File: src/rtl/pse_pkg.sv
// shared types and codes for the postfix stack evaluator
// no dependencies; imported by pse_alu and postfix_stack_evaluator_top
package pse_pkg;

  localparam int NUMBER_W = 31;
  localparam int TOP_W    = 32;
  localparam int DEPTH_W  = 5;
  localparam int STATUS_W = 2;
  localparam int IN_DATA_W  = 40;
  localparam int OUT_DATA_W = 40;

  typedef enum logic [1:0] {
    OP_ADD = 2'd0,
    OP_SUB = 2'd1,
    OP_DIV = 2'd2,
    OP_MUL = 2'd3
  } op_t;

  typedef enum logic [STATUS_W-1:0] {
    ST_OK    = 2'd0,
    ST_UNDER = 2'd1,
    ST_OVER  = 2'd2,
    ST_DIVZ  = 2'd3
  } status_t;

  localparam logic KIND_PUSH = 1'b0;
  localparam logic KIND_OP   = 1'b1;

  typedef struct packed {
    logic start;
    op_t  op;
  } alu_ctrl_t;

endpackage

File: src/rtl/pse_ram.sv
// generic single-write, single-read ram with registered read data
// no dependencies
module pse_ram #(
  parameter int WIDTH = 32,
  parameter int DEPTH = 16
) (
  input  logic                     clk,
  input  logic                     we,
  input  logic [$clog2(DEPTH)-1:0] waddr,
  input  logic [WIDTH-1:0]         wdata,
  input  logic                     re,
  input  logic [$clog2(DEPTH)-1:0] raddr,
  output logic [WIDTH-1:0]         rdata
);

  logic [WIDTH-1:0] mem [DEPTH];
  logic [WIDTH-1:0] rdata_r;

  always_ff @(posedge clk) begin
    if (we) begin
      mem[waddr] <= wdata;
    end
    if (re) begin
      rdata_r <= mem[raddr];
    end
  end

  assign rdata = rdata_r;

endmodule

File: src/rtl/pse_alu.sv
// serial arithmetic unit: bit-serial add/subtract, shift-add multiply,
// restoring divide, one bit of the operand per cycle; uses pse_pkg
module pse_alu #(
  parameter int W = 32
) (
  input  logic               clk,
  input  logic               rst_n,
  input  pse_pkg::alu_ctrl_t ctrl,
  input  logic [W-1:0]       a,
  input  logic [W-1:0]       b,
  output logic               done,
  output logic [W-1:0]       result
);
  import pse_pkg::*;

  localparam int CW = $clog2(W);

  typedef enum logic [1:0] {A_IDLE, A_PREP, A_RUN, A_FIX} astate_t;

  astate_t       state_r, state_nxt;
  op_t           op_r, op_nxt;
  logic [W-1:0]  a_r, a_nxt;
  logic [W-1:0]  b_r, b_nxt;
  logic [W-1:0]  acc_r, acc_nxt;
  logic          carry_r, carry_nxt;
  logic          neg_r, neg_nxt;
  logic [CW-1:0] cnt_r, cnt_nxt;

  logic          bb, sbit;
  logic [W:0]    rem_sh, diff;
  logic          qbit;

  always_comb begin
    bb     = b_r[0] ^ (op_r == OP_SUB);
    sbit   = a_r[0] ^ bb ^ carry_r;
    rem_sh = {acc_r, a_r[W-1]};
    diff   = rem_sh - {1'b0, b_r};
    qbit   = ~diff[W];

    state_nxt = state_r;
    op_nxt    = op_r;
    a_nxt     = a_r;
    b_nxt     = b_r;
    acc_nxt   = acc_r;
    carry_nxt = carry_r;
    neg_nxt   = neg_r;
    cnt_nxt   = cnt_r;

    unique case (state_r)
      A_IDLE: begin
        if (ctrl.start) begin
          op_nxt    = ctrl.op;
          a_nxt     = a;
          b_nxt     = b;
          acc_nxt   = '0;
          carry_nxt = (ctrl.op == OP_SUB);
          cnt_nxt   = '0;
          state_nxt = (ctrl.op == OP_DIV) ? A_PREP : A_RUN;
        end
      end
      A_PREP: begin
        // divide works on magnitudes, sign restored at the end
        neg_nxt   = a_r[W-1] ^ b_r[W-1];
        a_nxt     = a_r[W-1] ? (~a_r + W'(1)) : a_r;
        b_nxt     = b_r[W-1] ? (~b_r + W'(1)) : b_r;
        state_nxt = A_RUN;
      end
      A_RUN: begin
        unique case (op_r)
          OP_ADD, OP_SUB: begin
            carry_nxt = (a_r[0] & bb) | (a_r[0] & carry_r) | (bb & carry_r);
            acc_nxt   = {sbit, acc_r[W-1:1]};
            a_nxt     = a_r >> 1;
            b_nxt     = b_r >> 1;
          end
          OP_MUL: begin
            acc_nxt = acc_r + (b_r[0] ? a_r : '0);
            a_nxt   = a_r << 1;
            b_nxt   = b_r >> 1;
          end
          OP_DIV: begin
            // quotient bits shift into a_r as dividend bits leave it
            acc_nxt = qbit ? diff[W-1:0] : rem_sh[W-1:0];
            a_nxt   = {a_r[W-2:0], qbit};
          end
          default: begin
            acc_nxt = acc_r;
          end
        endcase
        cnt_nxt = cnt_r + CW'(1);
        if (cnt_r == CW'(W - 1)) begin
          state_nxt = A_FIX;
        end
      end
      A_FIX: begin
        state_nxt = A_IDLE;
      end
      default: begin
        state_nxt = A_IDLE;
      end
    endcase
  end

  always_ff @(posedge clk) begin
    if (!rst_n) begin
      state_r <= A_IDLE;
    end else begin
      state_r <= state_nxt;
    end
    op_r    <= op_nxt;
    a_r     <= a_nxt;
    b_r     <= b_nxt;
    acc_r   <= acc_nxt;
    carry_r <= carry_nxt;
    neg_r   <= neg_nxt;
    cnt_r   <= cnt_nxt;
  end

  assign done = (state_r == A_FIX);

  always_comb begin
    if (op_r == OP_DIV) begin
      result = neg_r ? (~a_r + W'(1)) : a_r;
    end else begin
      result = acc_r;
    end
  end

endmodule

File: src/rtl/postfix_stack_evaluator_top.sv
// postfix evaluator: push or operator token in, one result item out per token.
// push and rejected tokens: the result is registered in the cycle after accept.
// operators: stack read, then the serial unit (plus a sign prep step for divide),
// then S_PUT; the serial unit handles one operand bit per cycle; one token at a time.
// synchronous active-low reset empties the stack; stack storage is not cleared.
// uses pse_pkg, pse_ram, pse_alu
module postfix_stack_evaluator_top #(
  parameter int STACK_DEPTH = 16,
  parameter int VALUE_WIDTH = 32
) (
  input  logic                             clk,
  input  logic                             rst_n,
  input  logic                             in_tvalid,
  output logic                             in_tready,
  input  logic [pse_pkg::IN_DATA_W-1:0]    in_tdata,  // number[30:0], operation[32:31]
  input  logic                             in_tuser,  // kind
  output logic                             out_tvalid,
  input  logic                             out_tready,
  output logic [pse_pkg::OUT_DATA_W-1:0]   out_tdata  // top_value[31:0], depth[36:32],
                                                      // status[38:37]
);
  import pse_pkg::*;

  localparam int CNT_W = $clog2(STACK_DEPTH + 1);
  localparam int AW    = $clog2(STACK_DEPTH);
  localparam int VW    = VALUE_WIDTH;

  typedef enum logic [1:0] {S_IDLE, S_READ, S_CALC, S_PUT} state_t;

  state_t           state_r, state_nxt;
  logic [CNT_W-1:0] cnt_r, cnt_nxt;
  logic [VW-1:0]    top_r, top_nxt;
  op_t              op_r, op_nxt;
  logic             out_valid_r, out_valid_nxt;
  logic [TOP_W-1:0] out_top_r, out_top_nxt;
  logic [DEPTH_W-1:0] out_depth_r, out_depth_nxt;
  status_t          out_status_r, out_status_nxt;

  logic [NUMBER_W-1:0] in_number;
  op_t              in_op;
  logic             in_fire;
  logic [VW-1:0]    num_v;
  logic             load_out;
  status_t          st;
  logic             ram_we, ram_re;
  logic [AW-1:0]    ram_waddr;
  logic [VW-1:0]    ram_wdata, ram_rdata;
  logic [CNT_W-1:0] cnt_m2;
  logic [AW-1:0]    sub_addr;
  alu_ctrl_t        alu_ctrl;
  logic             alu_done;
  logic [VW-1:0]    alu_res;
  logic [TOP_W-1:0] top_ext;
  logic [DEPTH_W-1:0] depth_ext;

  assign in_number = in_tdata[NUMBER_W-1:0];
  assign in_op     = op_t'(in_tdata[NUMBER_W+1:NUMBER_W]);
  assign in_tready = (state_r == S_IDLE) && (!out_valid_r || out_tready);
  assign in_fire   = in_tvalid && in_tready;
  assign cnt_m2    = cnt_r - CNT_W'(2);
  assign sub_addr  = cnt_m2[AW-1:0];

  generate
    if (VW > NUMBER_W) begin : g_num_ext
      assign num_v = {{(VW - NUMBER_W){1'b0}}, in_number};
    end else begin : g_num_trunc
      assign num_v = in_number[VW-1:0];
    end
    if (VW < TOP_W) begin : g_top_ext
      assign top_ext = {{(TOP_W - VW){top_nxt[VW-1]}}, top_nxt};
    end else begin : g_top_trunc
      assign top_ext = top_nxt[TOP_W-1:0];
    end
    if (CNT_W >= DEPTH_W) begin : g_dep_trunc
      assign depth_ext = cnt_nxt[DEPTH_W-1:0];
    end else begin : g_dep_ext
      assign depth_ext = {{(DEPTH_W - CNT_W){1'b0}}, cnt_nxt};
    end
  endgenerate

  assign out_top_nxt   = (cnt_nxt == '0) ? '0 : top_ext;
  assign out_depth_nxt = depth_ext;

  always_comb begin
    state_nxt = state_r;
    cnt_nxt   = cnt_r;
    top_nxt   = top_r;
    op_nxt    = op_r;
    load_out  = 1'b0;
    st        = ST_OK;
    ram_we    = 1'b0;
    ram_re    = 1'b0;
    ram_waddr = cnt_r[AW-1:0];
    ram_wdata = num_v;
    alu_ctrl.start = 1'b0;
    alu_ctrl.op    = op_r;

    unique case (state_r)
      S_IDLE: begin
        if (in_fire) begin
          priority if (in_tuser == KIND_PUSH) begin
            if (cnt_r == CNT_W'(STACK_DEPTH)) begin
              st = ST_OVER;
            end else begin
              ram_we  = 1'b1;
              top_nxt = num_v;
              cnt_nxt = cnt_r + CNT_W'(1);
            end
            load_out = 1'b1;
          end else if (cnt_r < CNT_W'(2)) begin
            st       = ST_UNDER;
            load_out = 1'b1;
          end else if (in_op == OP_DIV && top_r == '0) begin
            st       = ST_DIVZ;
            load_out = 1'b1;
          end else begin
            // second operand is the cached top, fetch the first one
            ram_re    = 1'b1;
            op_nxt    = in_op;
            state_nxt = S_READ;
          end
        end
      end
      S_READ: begin
        alu_ctrl.start = 1'b1;
        state_nxt      = S_CALC;
      end
      S_CALC: begin
        if (alu_done) begin
          ram_we    = 1'b1;
          ram_waddr = sub_addr;
          ram_wdata = alu_res;
          top_nxt   = alu_res;
          cnt_nxt   = cnt_r - CNT_W'(1);
          state_nxt = S_PUT;
        end
      end
      S_PUT: begin
        if (!out_valid_r || out_tready) begin
          load_out  = 1'b1;
          state_nxt = S_IDLE;
        end
      end
      default: begin
        state_nxt = S_IDLE;
      end
    endcase

    if (load_out) begin
      out_valid_nxt = 1'b1;
    end else if (out_tready) begin
      out_valid_nxt = 1'b0;
    end else begin
      out_valid_nxt = out_valid_r;
    end
    out_status_nxt = st;
  end

  always_ff @(posedge clk) begin
    if (!rst_n) begin
      state_r     <= S_IDLE;
      cnt_r       <= '0;
      out_valid_r <= 1'b0;
    end else begin
      state_r     <= state_nxt;
      cnt_r       <= cnt_nxt;
      out_valid_r <= out_valid_nxt;
    end
    top_r <= top_nxt;
    op_r  <= op_nxt;
    if (load_out) begin
      out_top_r    <= out_top_nxt;
      out_depth_r  <= out_depth_nxt;
      out_status_r <= out_status_nxt;
    end
  end

  pse_ram #(
    .WIDTH(VW),
    .DEPTH(STACK_DEPTH)
  ) u_stack (
    .clk  (clk),
    .we   (ram_we),
    .waddr(ram_waddr),
    .wdata(ram_wdata),
    .re   (ram_re),
    .raddr(sub_addr),
    .rdata(ram_rdata)
  );

  pse_alu #(
    .W(VW)
  ) u_alu (
    .clk   (clk),
    .rst_n (rst_n),
    .ctrl  (alu_ctrl),
    .a     (ram_rdata),
    .b     (top_r),
    .done  (alu_done),
    .result(alu_res)
  );

  assign out_tvalid = out_valid_r;
  assign out_tdata  = {1'b0, out_status_r, out_depth_r, out_top_r};

  a_cnt_bound: assert property (@(posedge clk) disable iff (!rst_n)
    cnt_r <= CNT_W'(STACK_DEPTH))
    else $error("stack count above depth");

  a_done_in_calc: assert property (@(posedge clk) disable iff (!rst_n)
    alu_done |-> state_r == S_CALC)
    else $error("serial unit finished outside of calc");

  a_start_has_operands: assert property (@(posedge clk) disable iff (!rst_n)
    alu_ctrl.start |-> cnt_r >= CNT_W'(2))
    else $error("operator started with fewer than two entries");

  a_push_grows: assert property (@(posedge clk) disable iff (!rst_n)
    (in_fire && in_tuser == KIND_PUSH && cnt_r != CNT_W'(STACK_DEPTH))
      |=> cnt_r == $past(cnt_r) + CNT_W'(1))
    else $error("push did not grow the stack");

endmodule

File: config.mk
export PLATFORM = sky130hd
export DESIGN_NAME = postfix_stack_evaluator_top
export DESIGN_NICKNAME = d
export VERILOG_FILES = /design/src/rtl/pse_pkg.sv /design/src/rtl/pse_ram.sv /design/src/rtl/pse_alu.sv /design/src/rtl/postfix_stack_evaluator_top.sv
export SDC_FILE = /design/constraint.sdc
export NUM_CORES = 1
export LEC_CHECK = 0
export BUFFER_PORTS_ARGS = -buffer_cell sky130_fd_sc_hd__buf_2
export CORE_MARGIN = 8
export CORE_UTILIZATION = 45
export DETAILED_ROUTE_END_ITERATION = 10
export PLACE_DENSITY = 0.73
export SETUP_SLACK_MARGIN = 0.02
export SYNTH_ARGS = -nofsm -noshare
export SYNTH_HDL_FRONTEND = slang
export SYNTH_SLANG_ARGS = --single-unit
File: constraint.sdc
create_clock -name clk -period 6.55 [get_ports clk]
set_input_delay 0.655 -clock clk [delete_from_list [all_inputs] [get_ports clk]]
set_output_delay 0.655 -clock clk [all_outputs]
set_load 0.01 [all_outputs]
=== Yosys cells after proc, flatten, opt, wreduce, memory -nomap -nowiden ===
Memory sizes are Yosys's and may differ from the RTL's. A register that Yosys moved wholly into a read port is not among the register bits.
Index checks and enable logic that the tools add are counted.

* Bits in registers: 188
* Memories kept: 1
* Input port bits: 45
* Output and inout bits: 42
* Memory bits (writable): 512

* Add/subtract/negate cells: 8
* Reductions and logical operators: 26
* Bitwise gates (word level): 14
* Equal/unequal tests: 26
* Magnitude comparators: 1
* Mux-type cells: 70

{| class="wikitable"
|+ Memory list
! name !! words !! width !! rd ports !! clocked after Yosys merged registers in !! write ports !! line !! RTL
|-
| u_stack.mem || 16 || 32 || 1 || 1 || 1 || pse_ram.sv:16 || <nowiki>logic [WIDTH-1:0] mem [DEPTH];</nowiki>
|}

{| class="wikitable"
|+ Operator list
! kind !! number
|-
| $mux 32 || 16
|-
| $pmux 32 s3 || 4
|-
| $pmux 32 s2 || 2
|-
| $add 32x1->32 const B || 2
|-
| $not 32->32 || 2
|-
| $sub 33x32->33 || 1
|-
| $add 32x32->32 || 1
|-
| $logic_not 32->1 || 1
|-
| $mux 2 || 13
|-
| $mux 5 || 5
|-
| $mux 1 || 21
|-
| $pmux 5 s2 || 2
|-
| $ne 2x2->1 const B || 9
|-
| $eq 2x2->1 const B || 8
|-
| $pmux 2 s4 || 2
|-
| $add 5x1->5 const B || 2
|-
| $eq 5x5->1 const B || 2
|-
| $reduce_and 2->1 || 5
|-
| $reduce_and 3->1 || 3
|-
| $eq 2x1->1 const B || 4
|-
| $mux 4 || 2
|-
| $logic_not 2->1 || 3
|-
| $ne 2x1->1 const B || 3
|-
| $pmux 1 s2 || 3
|-
| 18 further kinds || 29
|}

=== Depth between registers and ports, before layout ===
* Depth in word-level cells: 8
* Depth in mapped cells: 13
* Mapped depth without buffers: 12

=== Hierarchy ===
Synthesis repeated with hierarchy kept, for this count alone.

* Cells, all modules: 2628
* Area total of the unflattened synthesis: 35495.3 µm²

{| class="wikitable"
|+ By module, submodules not included
! module !! cells an instance !! instances !! area an instance (µm²)
|-
| pse_ram || 838 || 1 || 20155.6
|-
| pse_alu || 1423 || 1 || 11340.9
|-
| postfix_stack_evaluator_top || 367 || 1 || 3998.8
|}

=== Worst setup path before layout ===
No wires, ideal clock.

* Path type: reg-to-reg
* Start point: register cnt_r[0]
* End point: memory u_stack.mem[14][0] (enable)
* Arrival: 4.472 ns
* Stages on the path, launching flop included: 12
* Period minus slack after synthesis: 4.933 ns
* Path buffers: 2
* Slack: 1.617 ns
* Cells stage by stage: dfxtp_1 > clkbuf_1 > buf_1 > inv_1 > ha_1 > nand2_1 > nor3_1 > nor3_2 > nand3_1 > o31ai_1 > a22oi_1 > nor3_1

* Word-level cells in the longest chain between the ends: 7
* Elaborated cells on any way between the ends: 10
* Classes of those cells: 1 x add/sub; 1 x eq/ne; 8 x mux

{| class="wikitable"
|+ Ends and longest elaborated chain
! item !! line !! RTL
|-
| start, declared || postfix_stack_evaluator_top.sv:31 || <nowiki>logic [CNT_W-1:0] cnt_r, cnt_nxt;</nowiki>
|-
| start signal, assigned || postfix_stack_evaluator_top.sv:166 || <nowiki>cnt_r <= cnt_nxt;</nowiki>
|-
| $eq 5x5->1 || postfix_stack_evaluator_top.sv:102 || <nowiki>if (cnt_r == CNT_W'(STACK_DEPTH)) begin</nowiki>
|-
| $mux 1 || postfix_stack_evaluator_top.sv:102 ||
|-
| $mux 1 || postfix_stack_evaluator_top.sv:101 || <nowiki>priority if (in_tuser == KIND_PUSH) begin</nowiki>
|-
| $mux 1 || postfix_stack_evaluator_top.sv:100 || <nowiki>if (in_fire) begin</nowiki>
|-
| $pmux 1 s2 || postfix_stack_evaluator_top.sv:98 || <nowiki>unique case (state_r)</nowiki>
|-
| $mux 1 || pse_ram.sv:20 || <nowiki>if (we) begin</nowiki>
|-
| $mux 1 (not written as such) || pse_ram.sv:21 || <nowiki>mem[waddr] <= wdata;</nowiki>
|-
| end, declared || pse_ram.sv:16 ||
|}

Several ways; a longest one is shown, not always the timed one.

=== Worst setup path in the final report ===
* Start point: register u_alu.b_r[0]
* End point: register u_alu.acc_r[1] (data pin)

* Word-level cells in the longest chain between the ends: 4
* Elaborated cells on any way between the ends: 6
* Classes of those cells: 2 x add/sub; 4 x mux

{| class="wikitable"
|+ Ends and longest elaborated chain
! item !! line !! RTL
|-
| start, declared || pse_alu.sv:23 || <nowiki>logic [W-1:0] b_r, b_nxt;</nowiki>
|-
| start signal, assigned || pse_alu.sv:112 || <nowiki>b_r <= b_nxt;</nowiki>
|-
| $sub 33x32->33 or $mux 32 (tied branches) || pse_alu.sv:37, pse_alu.sv:77 ||
|-
| $mux 32 or $add 32x32->32 (tied branches) || pse_alu.sv:83, pse_alu.sv:77 ||
|-
| $pmux 32 s3 (*) || pse_alu.sv:69 || <nowiki>unique case (op_r)</nowiki>
|-
| $pmux 32 s2 (*) || pse_alu.sv:49 || <nowiki>unique case (state_r)</nowiki>
|-
| end signal, assigned || pse_alu.sv:113 || <nowiki>acc_r <= acc_nxt;</nowiki>
|-
| end, declared || pse_alu.sv:24 || <nowiki>logic [W-1:0] acc_r, acc_nxt;</nowiki>
|}

Mark *: on every way between the ends. The rest lies on a longest branch, timed or not.
A chain may end at the register's enable or synchronous reset.

==> qor.yml <==
clocking:
  clockRootBuffer: "clkbuf_16"
  cts_resized: 0
  ctsHoldBuffers: 0
  cts_setup_buffers: 0
  htree_levels: 3
  clk_path_buf_depth: 3
  path_clk_slew_ns: 0.06
  numCtsBuffers: 73
  clkLatencyLatePin_ns: 0.64
  numClockSinks: 732
  cts_tree: "yes"
job:
  drv_cap: 0
pwr:
  power_mw: 15.53
  peakVddDrop_uv: 228.7
  powerDensity_nw_per_um2: 389.7
  p_leak_nw: 13.32
global_routing:
  grt_usage_pct: 22.12
  grt_max_degree: 119
  antenna_found_initial: 2
  grt_pass1_vias: 23196
  grt_first_pass_wirelength_um: 149800
  overflow: 0
drt:
  drt-initial-drc-count: 2597
  drc: 0
  via_count: 23485
  routed_wl_um: 101600
  drt_first_pass_iters: 5
  ant_nets: 0
  wire_per_inst_um: 27.30
  vias_per_cell: 6.311
final_layout:
  final_util_pct: 50.44
  stdcell_count: 3721
  fill_cells: 6497
  synthToLayoutAreaGrowth_pct: 11.11
  drive_gt1_share_pct: 16.44
  finalNetCount: 2746
synthesis:
  netlist_area_um2: 35860
  yosysWarnings: 0
  seq_area_frac_synth_pct: 60.12
  synthesis.area_per_instance_um2: 13.85
  syn_inst: 2589
  ys_ff_latch: 732
  ys.flop_type: "edfxtp_1"
  synth_edf_count: 690
  syn_nets: 2720
  synthDistinctLibCells: 86
  synthArstFlopShare_pct: 0
floorplan:
  die_h_um: 298.3
  coreArea_um2: 79000
  rows: 103
  die_area_um2: 88990
  die_w_um: 298.3
  io_pins: 87
  initial_core_util_pct: 45.40
run_status:
  status: "completed"
timing:
  post-route-period-util_pct: 78.77
  hold_viol_final: 0
  rsz0062_at_grt: "no"
  slew_viol_final: 0
  slew_headroom_pct: 13.43
  tns_ns: 0
  finalCriticalPeriod_ns: 5.160
  tightest_slew_ns: 1.299
  skew_ns: 0.02509
  fmax_mhz: 193.8
  setup_viol_count_final: 0
placement:
  gp_congestion: 0.9501
  port_buffers: 78
  dp.cells: 3590
  dp_hpwl_um: 65440
setup_path:
  path_cells: "ha_1 -> inv_1 -> fa_1 -> a211oi_1 -> o211ai_1 -> a32oi_1 -> a211oi_1 -> o21a_1 -> nor2_2 -> mux2i_1 -> a32o_1"
  required_ns: 6.93
  setup.worst_path.start_class: "register"
  critPathKind: "register to register"
  crit_top_cell: "a211oi_1"
  critPathMaxStageDelay_ns: 1.11
  endpoint_kind: "register"
  crit_fanout: 36
  cp.arrival_ns: 5.54
  crit_slowest_cell: "edfxtp_1"
worst_hold_path:
  min_path_type: "input port to register"
-- layout by cell type (no fill, tap or decap), drive strengths merged, types with 15 or more instances in the layout --
master	instances
and3	22
or3	17
and2	47
nand4	15
a221o	34
xor2	56
a22oi	33
ha	83
clkinv	29
xnor2	79
o41a	32
a21o	52
nor2	225
a211oi	40
o21ai	78
nand3	32
nand2	107
mux2i	50
nand2b	18
mux4	160
inv	72
edfxtp	690
nor4	22
buf	117
clkbuf	88
dfxtp	42
nor3	50
a21oi	197
-- sequential cells by signal, indices dropped and copies added (netlist names), 32 cells and up --
register / flops
u_stack.mem: 512
out_top_r: 32
top_r: 32
u_alu.a_r: 32
u_alu.acc_r: 32
u_alu.b_r: 32
u_stack.rdata: 32
-- power breakdown --
| group | total, mW | internal, mW | switching [mW] | leakage, nW |
|---|---|---|---|---|
| Clock | 4.26 | 2.43 | 1.84 | 1.17 |
| Combinational | 4.85 | 1.88 | 2.97 | 5.54 |
| Sequential | 6.41 | 5.78 | 0.639 | 6.61 |
| Total | 15.5 | 10.1 | 5.44 | 13.3 |
-- per-stage QoR --
stage | worst slack [ns] | instance area (um^2) | hold slack [ns]
floorplan | 1.617 | 35860 | 0.4403
global placement | 1.598 | 37430 | 0.4822
detailed placement | 1.479 | 37430 | 0.4888
CTS | 1.462 | 39850 | 0.2106
global route | 1.183 | 39850 | 0.2210
finish | 1.390 | 39850 | 0.2351
-- path summary, 6_finish.rpt --
kind / end / slack [ns] / cells past startpoint / start
max reg2reg: u_alu.acc_r[1]$_SDFFCE_PN0P_ / 1.39 / 11 / u_alu.b_r[0]$_DFFE_PP_
max: u_alu.acc_r[1]$_SDFFCE_PN0P_ / 1.39 / 11 / u_alu.b_r[0]$_DFFE_PP_
min reg2reg: u_alu.op_r[0]$_DFFE_PP_ / 0.50 / 0 / op_r[0]$_DFFE_PP_
min: op_r[1]$_DFFE_PP_ / 0.24 / 1 / in_tdata[32]
-- critical path, delay by kind of cell, from the launching register on --
family	cells	cell delay, ns
AO/OA/AOI/OAI	6	1.86
flip-flops	1	1.11
AND/OR/NAND/NOR	1	0.90
adder cells (fa/ha/maj)	2	0.76
multiplexers	1	0.21
buffers and inverters	1	0.06
-- cell type report --
type | instances | area (um^2) | share of cell area [%]
well taps | 1050 | 1314 | 3.297
repair buffers | 117 | 695.7 | 1.746
diodes | 1 | 2.502 | 0.006280
clock buffers | 88 | 1914 | 4.804
multi-input cells | 1621 | 13590 | 34.10
clock inverters | 42 | 501.7 | 1.259
inverters | 70 | 262.8 | 0.6594
flip-flops and latches | 732 | 21570 | 54.12
-- metal layers --
metal | up-vias | GRT usage [%] | wire length, um
li1 | 10211 | - | -
met1 | 11766 | 28.98 | 39320
met2 | 1247 | 36.06 | 48550
met3 | 261 | 3.495 | 8536
met4 | 0 | 10.40 | 5161
met5 | - | 0 | 0
-- kinds of logic (layout without fill, tap and decap cells) --
group / after synthesis / count (layout) / synth area share (%)
xor+xnor: 135 / 135 / 3.297
simple gates: 596 / 596 / 8.108
compound gates: 593 / 593 / 11.37
buf+inv: 236 / 317 / 2.596
other cells: 1 / 2 / 0.01046
mux: 210 / 210 / 11.44
flops: 732 / 732 / 60.12
fa+ha+maj: 86 / 86 / 3.063
-- synthesized netlist by cell type, drive strengths merged, types with 32 or more instances --
cell type / number / share of area, %
inv: 69 / 0.72
edfxtp: 690 / 58
ha: 83 / 2.9
o41a: 32 / 1.0
clkbuf: 133 / 1.4
xnor2: 79 / 1.9
and2: 47 / 0.82
a21oi: 197 / 2.7
nor2: 225 / 2.4
nand2: 107 / 1.1
buf: 33 / 0.47
a22oi: 33 / 0.69
nand3: 32 / 0.51
a21o: 52 / 1.1
mux2i: 50 / 1.4
mux4: 160 / 10
a211oi: 40 / 0.84
dfxtp: 42 / 2.3
a221o: 34 / 0.95
nor3: 50 / 0.76
o21ai: 78 / 1.1
xor2: 56 / 1.4
Note: power is estimated with default switching activity, not from simulation.
